==> src/rtl/wmed_pkg.sv <==
`default_nettype none
// ----------------------------------------------------------------------------
// wmed_pkg
// Shared types for the window median unit: word structs, controller states,
// and the command/status bundles between controller and datapath.
// ----------------------------------------------------------------------------
package wmed_pkg;

    localparam int unsigned SampleWidth = 32;
    localparam int unsigned CountWidth  = 7;

    typedef struct packed {
        logic signed [SampleWidth-1:0] sample;
        logic                          last;
    } in_word_t;

    typedef struct packed {
        logic signed [SampleWidth-1:0] median;
        logic [CountWidth-1:0]         count;
        logic                          overflow;
    } out_word_t;

    typedef enum logic [1:0] {
        ST_IDLE,
        ST_SCAN,
        ST_MED_RD,
        ST_MED_OUT
    } wmed_state_t;

    // read address source
    typedef enum logic [1:0] {
        RD_KEPT_M1,
        RD_POS_M2,
        RD_MID
    } rd_sel_t;

    // write data source
    typedef enum logic {
        WR_VALUE,
        WR_SHIFT
    } wr_sel_t;

    typedef struct packed {
        logic    load;
        logic    drop;
        logic    rd_en;
        rd_sel_t rd_sel;
        logic    wr_en;
        wr_sel_t wr_sel;
        logic    dec_pos;
        logic    inc_kept;
        logic    out_load;
    } wmed_cmd_t;

    typedef struct packed {
        logic full;
        logic kept_zero;
        logic pos_zero;
        logic pos_one;
        logic greater;
        logic in_last;
        logic last;
        logic out_free;
    } wmed_status_t;

endpackage

`default_nettype wire

==> src/rtl/wmed_ctrl.sv <==
`default_nettype none
// ----------------------------------------------------------------------------
// wmed_ctrl
// Sequencer for insertion and median readout. Drives datapath commands from
// its status flags.
// ----------------------------------------------------------------------------
module wmed_ctrl (
    input  wire logic                  aclk,
    input  wire logic                  aresetn,
    input  wire logic                  s_valid,
    output logic                       s_ready,
    input  wire wmed_pkg::wmed_status_t status,
    output wmed_pkg::wmed_cmd_t        cmd
);
    import wmed_pkg::*;

    wmed_state_t state_reg;
    wmed_state_t state_next;

    always_ff @(posedge aclk) begin
        if (!aresetn) begin
            state_reg <= ST_IDLE;
        end else begin
            state_reg <= state_next;
        end
    end

    always_comb begin
        state_next   = state_reg;
        s_ready      = 1'b0;
        cmd          = '0;
        cmd.rd_sel   = RD_KEPT_M1;
        cmd.wr_sel   = WR_VALUE;
        case (state_reg)
            ST_IDLE: begin
                s_ready = 1'b1;
                if (s_valid) begin
                    if (status.full) begin
                        cmd.drop   = 1'b1;
                        state_next = status.in_last ? ST_MED_RD : ST_IDLE;
                    end else begin
                        cmd.load   = 1'b1;
                        cmd.rd_en  = !status.kept_zero;
                        cmd.rd_sel = RD_KEPT_M1;
                        state_next = ST_SCAN;
                    end
                end
            end
            ST_SCAN: begin
                cmd.wr_en = 1'b1;
                if (status.pos_zero || !status.greater) begin
                    cmd.wr_sel   = WR_VALUE;
                    cmd.inc_kept = 1'b1;
                    state_next   = status.last ? ST_MED_RD : ST_IDLE;
                end else begin
                    // move neighbor up one slot, fetch the next one down
                    cmd.wr_sel  = WR_SHIFT;
                    cmd.dec_pos = 1'b1;
                    cmd.rd_en   = !status.pos_one;
                    cmd.rd_sel  = RD_POS_M2;
                end
            end
            ST_MED_RD: begin
                cmd.rd_en  = 1'b1;
                cmd.rd_sel = RD_MID;
                state_next = ST_MED_OUT;
            end
            ST_MED_OUT: begin
                if (status.out_free) begin
                    cmd.out_load = 1'b1;
                    state_next   = ST_IDLE;
                end
            end
            default: begin
                state_next = ST_IDLE;
            end
        endcase
    end

endmodule

`default_nettype wire

==> src/rtl/wmed_datapath.sv <==
`default_nettype none
// ----------------------------------------------------------------------------
// wmed_datapath
// Sorted sample memory, insertion position, window count, drop flag and the
// result register.
// ----------------------------------------------------------------------------
module wmed_datapath #(
    parameter int unsigned MAX_SAMPLES = 64
) (
    input  wire logic                   aclk,
    input  wire logic                   aresetn,
    input  wire wmed_pkg::in_word_t     s_data,
    output wmed_pkg::out_word_t         m_data,
    output logic                        m_valid,
    input  wire logic                   m_ready,
    input  wire wmed_pkg::wmed_cmd_t    cmd,
    output wmed_pkg::wmed_status_t      status
);
    import wmed_pkg::*;

    localparam int unsigned AW = (MAX_SAMPLES > 1) ? $clog2(MAX_SAMPLES) : 1;
    localparam int unsigned CW = $clog2(MAX_SAMPLES + 1);

    logic signed [SampleWidth-1:0] store_mem [MAX_SAMPLES];

    logic signed [SampleWidth-1:0] value_reg;
    logic                          last_reg;
    logic [CW-1:0]                 pos_reg;
    logic [CW-1:0]                 kept_reg;
    logic                          dropped_reg;
    logic signed [SampleWidth-1:0] rd_data_reg;
    out_word_t                     out_reg;
    logic                          out_valid_reg;

    logic [AW-1:0]                 rd_addr;
    logic [AW-1:0]                 wr_addr;
    logic signed [SampleWidth-1:0] wr_data;

    always_comb begin
        case (cmd.rd_sel)
            RD_KEPT_M1: rd_addr = AW'(kept_reg - 1'b1);
            RD_POS_M2:  rd_addr = AW'(pos_reg - CW'(2));
            RD_MID:     rd_addr = AW'(kept_reg >> 1);
            default:    rd_addr = '0;
        endcase
    end

    assign wr_addr = AW'(pos_reg);
    assign wr_data = (cmd.wr_sel == WR_SHIFT) ? rd_data_reg : value_reg;

    always_ff @(posedge aclk) begin
        if (cmd.wr_en) begin
            store_mem[wr_addr] <= wr_data;
        end
        if (cmd.rd_en) begin
            rd_data_reg <= store_mem[rd_addr];
        end
    end

    always_ff @(posedge aclk) begin
        if (cmd.load) begin
            value_reg <= s_data.sample;
            last_reg  <= s_data.last;
            pos_reg   <= kept_reg;
        end else if (cmd.dec_pos) begin
            pos_reg <= pos_reg - 1'b1;
        end
    end

    always_ff @(posedge aclk) begin
        if (!aresetn) begin
            kept_reg      <= '0;
            dropped_reg   <= 1'b0;
            out_valid_reg <= 1'b0;
        end else begin
            if (cmd.out_load) begin
                kept_reg    <= '0;
                dropped_reg <= 1'b0;
            end else begin
                if (cmd.inc_kept) begin
                    kept_reg <= kept_reg + 1'b1;
                end
                if (cmd.drop) begin
                    dropped_reg <= 1'b1;
                end
            end
            if (cmd.out_load) begin
                out_valid_reg <= 1'b1;
            end else if (m_ready) begin
                out_valid_reg <= 1'b0;
            end
        end
    end

    always_ff @(posedge aclk) begin
        if (cmd.out_load) begin
            out_reg.median   <= rd_data_reg;
            out_reg.count    <= CountWidth'(kept_reg);
            out_reg.overflow <= dropped_reg;
        end
    end

    assign m_data  = out_reg;
    assign m_valid = out_valid_reg;

    assign status.full      = (kept_reg == CW'(MAX_SAMPLES));
    assign status.kept_zero = (kept_reg == '0);
    assign status.pos_zero  = (pos_reg == '0);
    assign status.pos_one   = (pos_reg == CW'(1));
    assign status.greater   = (rd_data_reg > value_reg);
    assign status.in_last   = s_data.last;
    assign status.last      = last_reg;
    assign status.out_free  = !out_valid_reg || m_ready;

`ifndef NO_ASSERTIONS
    a_kept_bound: assert property (@(posedge aclk) disable iff (!aresetn)
        kept_reg <= CW'(MAX_SAMPLES))
        else $error("kept count above capacity");

    a_pos_bound: assert property (@(posedge aclk) disable iff (!aresetn)
        cmd.wr_en |-> (pos_reg <= kept_reg) && (kept_reg < CW'(MAX_SAMPLES)))
        else $error("insert write outside kept range");

    a_nonempty: assert property (@(posedge aclk) disable iff (!aresetn)
        cmd.out_load |-> (kept_reg != '0))
        else $error("result from empty window");

    a_no_clobber: assert property (@(posedge aclk) disable iff (!aresetn)
        cmd.out_load |-> (!out_valid_reg || m_ready))
        else $error("result register overwritten");

    a_cleared: assert property (@(posedge aclk) disable iff (!aresetn)
        cmd.out_load |=> (kept_reg == '0) && !dropped_reg)
        else $error("window state not cleared after result");
`endif

endmodule

`default_nettype wire

==> src/rtl/window_median_unit.sv <==
`default_nettype none
// ----------------------------------------------------------------------------
// window_median_unit
// Sort-based median over a window of Q16.16 samples; one result word per
// window, on the sample word marked last.
// ----------------------------------------------------------------------------
//  channel | dir | handshake          | word
//  s_      | in  | s_valid / s_ready  | sample, last
//  m_      | out | m_valid / m_ready  | median, count, overflow
//
// A kept sample is inserted by walking the sorted memory one entry per cycle,
// past every stored sample larger than it, through its single read and write
// port. A sample arriving with the window full is dropped and sets overflow.
// The last word of a window is followed by the median read and result load.
// Reset (aresetn low, synchronous) empties the window; memory is not cleared.
// A pending result stalls only the final step of the next window.
// ----------------------------------------------------------------------------
module window_median_unit #(
    parameter int unsigned MAX_SAMPLES = 64
) (
    input  wire logic               aclk,
    input  wire logic               aresetn,
    input  wire logic               s_valid,
    output logic                    s_ready,
    input  wire wmed_pkg::in_word_t s_data,
    output logic                    m_valid,
    input  wire logic               m_ready,
    output wmed_pkg::out_word_t     m_data
);
    import wmed_pkg::*;

    wmed_cmd_t    cmd;
    wmed_status_t status;

    wmed_ctrl u_ctrl (
        .aclk    (aclk),
        .aresetn (aresetn),
        .s_valid (s_valid),
        .s_ready (s_ready),
        .status  (status),
        .cmd     (cmd)
    );

    wmed_datapath #(
        .MAX_SAMPLES (MAX_SAMPLES)
    ) u_datapath (
        .aclk    (aclk),
        .aresetn (aresetn),
        .s_data  (s_data),
        .m_data  (m_data),
        .m_valid (m_valid),
        .m_ready (m_ready),
        .cmd     (cmd),
        .status  (status)
    );

endmodule

`default_nettype wire
==> config.mk <==
export PLATFORM = sky130hd
export DESIGN_NAME = window_median_unit
export DESIGN_NICKNAME = d
export VERILOG_FILES = /design/src/rtl/wmed_pkg.sv /design/src/rtl/wmed_ctrl.sv /design/src/rtl/wmed_datapath.sv /design/src/rtl/window_median_unit.sv
export SDC_FILE = /design/constraint.sdc
export NUM_CORES = 2
export LEC_CHECK = 0
export BUFFER_PORTS_ARGS = -buffer_cell sky130_fd_sc_hd__buf_2
export CAP_MARGIN = 10
export CORE_MARGIN = 5
export CORE_UTILIZATION = 50
export CTS_BUF_LIST = sky130_fd_sc_hd__clkbuf_4
export CTS_CLUSTER_SIZE = 8
export DETAILED_ROUTE_END_ITERATION = 10
export GPL_ROUTABILITY_DRIVEN = 0
export PLACE_DENSITY = 0.65
export SLEW_MARGIN = 20
export SYNTH_ARGS = -nofsm -noshare
export SYNTH_HDL_FRONTEND = slang
export SYNTH_HIERARCHICAL = 1
export SYNTH_SLANG_ARGS = --single-unit
==> constraint.sdc <==
create_clock -name aclk -period 14.1 [get_ports aclk]
set_input_delay 0.705 -clock aclk [delete_from_list [all_inputs] [get_ports aclk]]
set_output_delay 0.705 -clock aclk [all_outputs]
set_load 0.01 [all_outputs]
**Yosys cells after proc, flatten, opt, wreduce, memory -nomap -nowiden**

Memories as Yosys holds them, arrays and structs flattened. A register that Yosys moved wholly into a read port is not among the register bits.
Cells that the tools add are included.

- Add/subtract/negate cells: 4
- $mul: 0
- Div/mod/pow operators: 0
- Order comparisons: 1
- Eq/ne operators: 10
- Shift operators: 0
- Multiplexer cells: 28
- Bitwise logic cells: 1
- Reductions and logical operators: 14

Operators with widths:

| kind | number |
|---|---|
| $gt A32 B32 Y1 | 1 |
| $mux W32 | 1 |
| $pmux W6 S3 | 1 |
| $logic_not A7 Y1 | 2 |
| $mux W2 | 7 |
| $mux W7 | 2 |
| $mux W1 | 11 |
| $pmux W3 S3 | 1 |
| $pmux W2 S4 | 1 |
| $add A7 B1 Y7 const B | 1 |
| $eq A7 B1 Y1 const B | 1 |
| $eq A7 B7 Y1 const B | 1 |
| $sub A7 B1 Y7 const B | 1 |
| $eq A2 B2 Y1 const B | 3 |
| $mux W3 | 2 |
| $sub A6 B1 Y6 const B | 1 |
| $sub A6 B2 Y6 const B | 1 |
| $mux W5 | 1 |
| $eq A2 B1 Y1 const B | 2 |
| $logic_not A1 Y1 | 4 |
| $logic_not A2 Y1 | 2 |
| $mux W4 | 1 |
| $ne A2 B2 Y1 const B | 2 |
| $reduce_bool A2 Y1 | 2 |
| 5 further kinds | 6 |

- Register bits: 91
- Bits in latches: 0
- Memory bits (writable): 2,048
- ROM bits: 0
- Input bits: 37
- Output and inout bits: 42
- Word-level logic and storage cells: 69
- Memories kept: 1

Memory list:

| memory | depth | bits a word | read ports | clocked after memory_dff | wr ports | line | RTL |
|---|---|---|---|---|---|---|---|
| u_datapath.store_mem | 64 | 32 | 1 | 1 | 1 | wmed_datapath.sv:24 | `logic signed [SampleWidth-1:0] store_mem [MAX_SAMPLES];` |

**Longest topological paths before layout**

- Depth after elaboration: 7
- Depth in mapped cells: 24
- Depth with buffers taken out: 18

**Hierarchy**

Netlist, hierarchy kept.

Modules (own cells, without submodules):

| module | instances | cells each | area each (µm²) | sequential area each (µm²) |
|---|---|---|---|---|
| wmed_datapath | 1 | 5,522 | 86,051.3 | 65,042.4 |
| wmed_ctrl | 1 | 28 | 241.5 | 40.0 |

**Worst setup path after synthesis**

OpenSTA, ideal clock, no wires.

- Path kind: reg-to-reg
- Start point: register u_datapath.rd_data_reg[25], read port of u_datapath.store_mem
- End point: memory u_datapath.store_mem[0][17], data pin
- Arrival: 5,211 ps
- Setup slack: 8,187 ps
- Cell stages (with the launch flop): 15
- Path buffers: 3
- Period minus slack after synthesis: 5,913 ps
- Cells stage by stage: edfxtp_1 > ha_1 > a21o_1 > a21o_1 > a21o_1 > a21o_1 > a21o_1 > a221oi_1 > a21oi_1 > and2b_2 > and2_4 > buf_4 > clkbuf_1 > clkbuf_1 > o21ai_0

RTL lines:

| element | line | RTL |
|---|---|---|
| start: declaration | wmed_datapath.sv:31 | `logic signed [SampleWidth-1:0] rd_data_reg;` |
| end: declaration | wmed_datapath.sv:24 |  |

==> metrics <==
Ports=79; Die ar.=181000 um^2; Routed WL per cell=30.4 um; CTS tree=yes; CP Depth=18; Clock Sinks=2171; hold path cells=2; Synth Flop Type=edfxtp_1; leakage power=33.4 nW; Worst Hold Class=input port to flop; CP endpoint kind=flop; core area=172000 um^2; Final Critical Period=7.84 ns; WP data required=15.11 ns; Filler Cell Count=13500; Comb pwr share=42.7%; Starting Density=50.3%; root buf cell=clkbuf_4; Max stage delay on crit path=0.75 ns; wirelength, routed=264000 um; # setup viols final=0; Die Height=425 um; top cell type's share of synthesized area=75.2%; post-DR vias/cell=6.30; largest net degree at the start of global routing=134; first-pass GRT wire length=374000 um; Port Buf Inserts=78; FP Rows=152; Slew headroom=16.5%; Nets=6118; status=completed; Max Freq=127 MHz; synth warn=6; commonest non-fill, non-tap cell in the layout=edfxtp_1; number of synthesized flops with an enable pin=2160; Post-Synthesis Cell Area=86300 um^2; crit-path cells=ha_1 -> nand4_1 -> or3_1 -> o221ai_1 -> a221oi_1 -> a21oi_1 -> and2b_2 -> and2_2 -> or3b_1 -> o31ai_4 -> buf_12 -> buf_4 -> buf_4 -> mux2i_1 -> mux2_2 -> o211a_1 -> a2bb2oi_1 -> o2111ai_1; number of max-cap violations=0; critical path's top delay family=simple AND/OR/NAND/NOR gates; fin area=97100 um^2; maximum ir drop on the vdd rail=0.000244 V; Worst Reg-to-Reg Cells=18; Die Width=425 um; DRT antenna net count=0; Hold Vio Cnt, Final=0; number of buffers created by CTS=557; max FFs per register=2048; crit start category=flop; Slowest cell on crit path=buf_4; worst-path fanout max=114; most frequent cells in the layout=2160 x edfxtp_1, 803 x nand2_1, 789 x clkbuf_4; Setup Crit Path Kind=flop to flop; antenna violations before repair=35; top cells by area, synth=edfxtp_1 75%, mux2i_1 5.0%, nand2_1 3.5%, nand3_1 1.7%, mux4_2 1.5%; first-pass detailed-route iteration total=8; grt ovf=0; CP arrival=8.86 ns; Syn Nets=5630; Post-CTS Resized=0; ys async rst share=0%; Mapped Cells=5550; Worst path most repeated cell=buf_4; RSZ-0062 raised after global routing=false; Largest Register=u_datapath/store_mem; Cell Int Power=13.6 mW; vias in the first global route=52400; Buf/Inv on CP=3; clk_lat worst skew=1.36 ns; sequential share of power=35.8%; Distinct cells, synth=85; register bit total from synthesis=2171; layout cells sized above 1=20.3%; initial DRC count=8213; Global Route Usage Sum=28.8%; Clock power frac=21.4%; crit share post-route=55.6%; dpl hpwl=150000 um; setup_tns=0 ns; cell area after placement=90300 um^2; Max Slew Vio Count=0; clk buf depth=4; H-tree levels=6; Cell Pwr Density=241 nW/um^2; Worst-Margin Slew=1.24 ns; total vias in the final route=54700; Clock Skew=0.103 ns; Syn Area/Cell=15.5 um^2; # DRC=0; Clock transition at path regs=0.06 ns; Switch Pwr=9.82 mW; area leader, netlist=edfxtp_1; Area growth syn-to-layout=12.6%; fraction of power spent switching nets=42.0%; sequential-to-total area share from yosys stat=75.4%
## stage by stage
| stage | hold WS (ns) | total power [mW] | utilization (%) | instances | setup slack [ns] |
|---|---|---|---|---|---|
| 2_1_floorplan | 0.403 | 14.4 | - | 5550 | 8.19 |
| 3_3_place_gp | 0.445 | 18.2 | 52.6 | 7747 | 6.59 |
| 3_5_place_dp | 0.451 | 18.3 | 52.6 | 7749 | 6.41 |
| 4_1_cts | 0.0342 | 23.3 | 56.6 | 8663 | 6.40 |
| 5_1_grt | 0.0943 | 24.3 | 56.6 | 8670 | 6.10 |
| 6_report | 0.204 | 23.4 | 56.6 | 8680 | 6.26 |
## cell families after synthesis
family	count (synthesis)	synth area share (%)
DFF	2171	75.4
and+or+nand+nor	1500	7.74
adders and majority gates	43	0.623
xor gates and xnor gates	12	0.122
muxes	516	6.88
AOI/OAI and AO/OA	851	6.79
buffers and inverters	457	2.43
## cell usage after synthesis, drive strengths merged (45+ instances only)
master  number
a221oi      48
mux2i      432
nand3      301
mux4        59
nand2      809
nor4        45
inv         94
o221ai      83
edfxtp    2160
a32oi      114
nor2       169
buf        213
clkbuf     150
a21oi      203
o21ai      169
## power by group through the flow
stage | clock (mW) | combinational (mW) | sequential, mW
4_1_cts | 5.10 | 9.80 | 8.37
2_1_floorplan | 0 | 5.78 | 8.58
6_report | 5.01 | 9.99 | 8.38
3_5_place_dp | 0 | 9.76 | 8.51
3_3_place_gp | 0 | 9.66 | 8.49
5_1_grt | 5.46 | 10.4 | 8.39
## path summary, 6_finish.rpt
check                                                  end                       start  slack (ns)
worst max register to register  u_datapath/rd_data_reg[21]  u_datapath/rd_data_reg[15]        6.26
worst min register to register        u_datapath/m_data[0]      u_datapath/dropped_reg        0.47
worst max-delay path            u_datapath/rd_data_reg[21]  u_datapath/rd_data_reg[15]        6.26
worst min-delay path              u_datapath/value_reg[14]                  s_data[15]        0.20
## metal layers
| metal | share of wire [%] | wire length, um | vias to the layer above | global-route usage (%) |
|---|---|---|---|---|
| met5 | 0.015 | 40 | - | 0 |
| met4 | 4.8 | 12800 | 6 | 14.0 |
| met3 | 14 | 36200 | 557 | 8.71 |
| met2 | 44 | 115000 | 3976 | 41.5 |
| met1 | 38 | 99200 | 27300 | 40.2 |
| li1 | - | - | 22800 | - |
## final cells by class
type                            instances  area, um^2  area share, %
Antenna cell                           16        40.0         0.0412
Clock buffer                          789        5920           6.10
Clock inverter                         86         438          0.451
Inverter                               94         353          0.363
Multi-Input combinational cell       2922       20100           20.7
Sequential cell                      2171       65100           67.0
Tap cell                             2310        2890           2.98
Timing Repair Buffer                  292        2250           2.32
## repair_timing
| item | in CTS | in global routing |
|---|---|---|
| hold buffers | 39 | 0 |
| buffers inserted | 0 | 0 |
| hold endpoints to repair | 44 | 0 |
No activity file was read; power rests on OpenSTA's default activity.
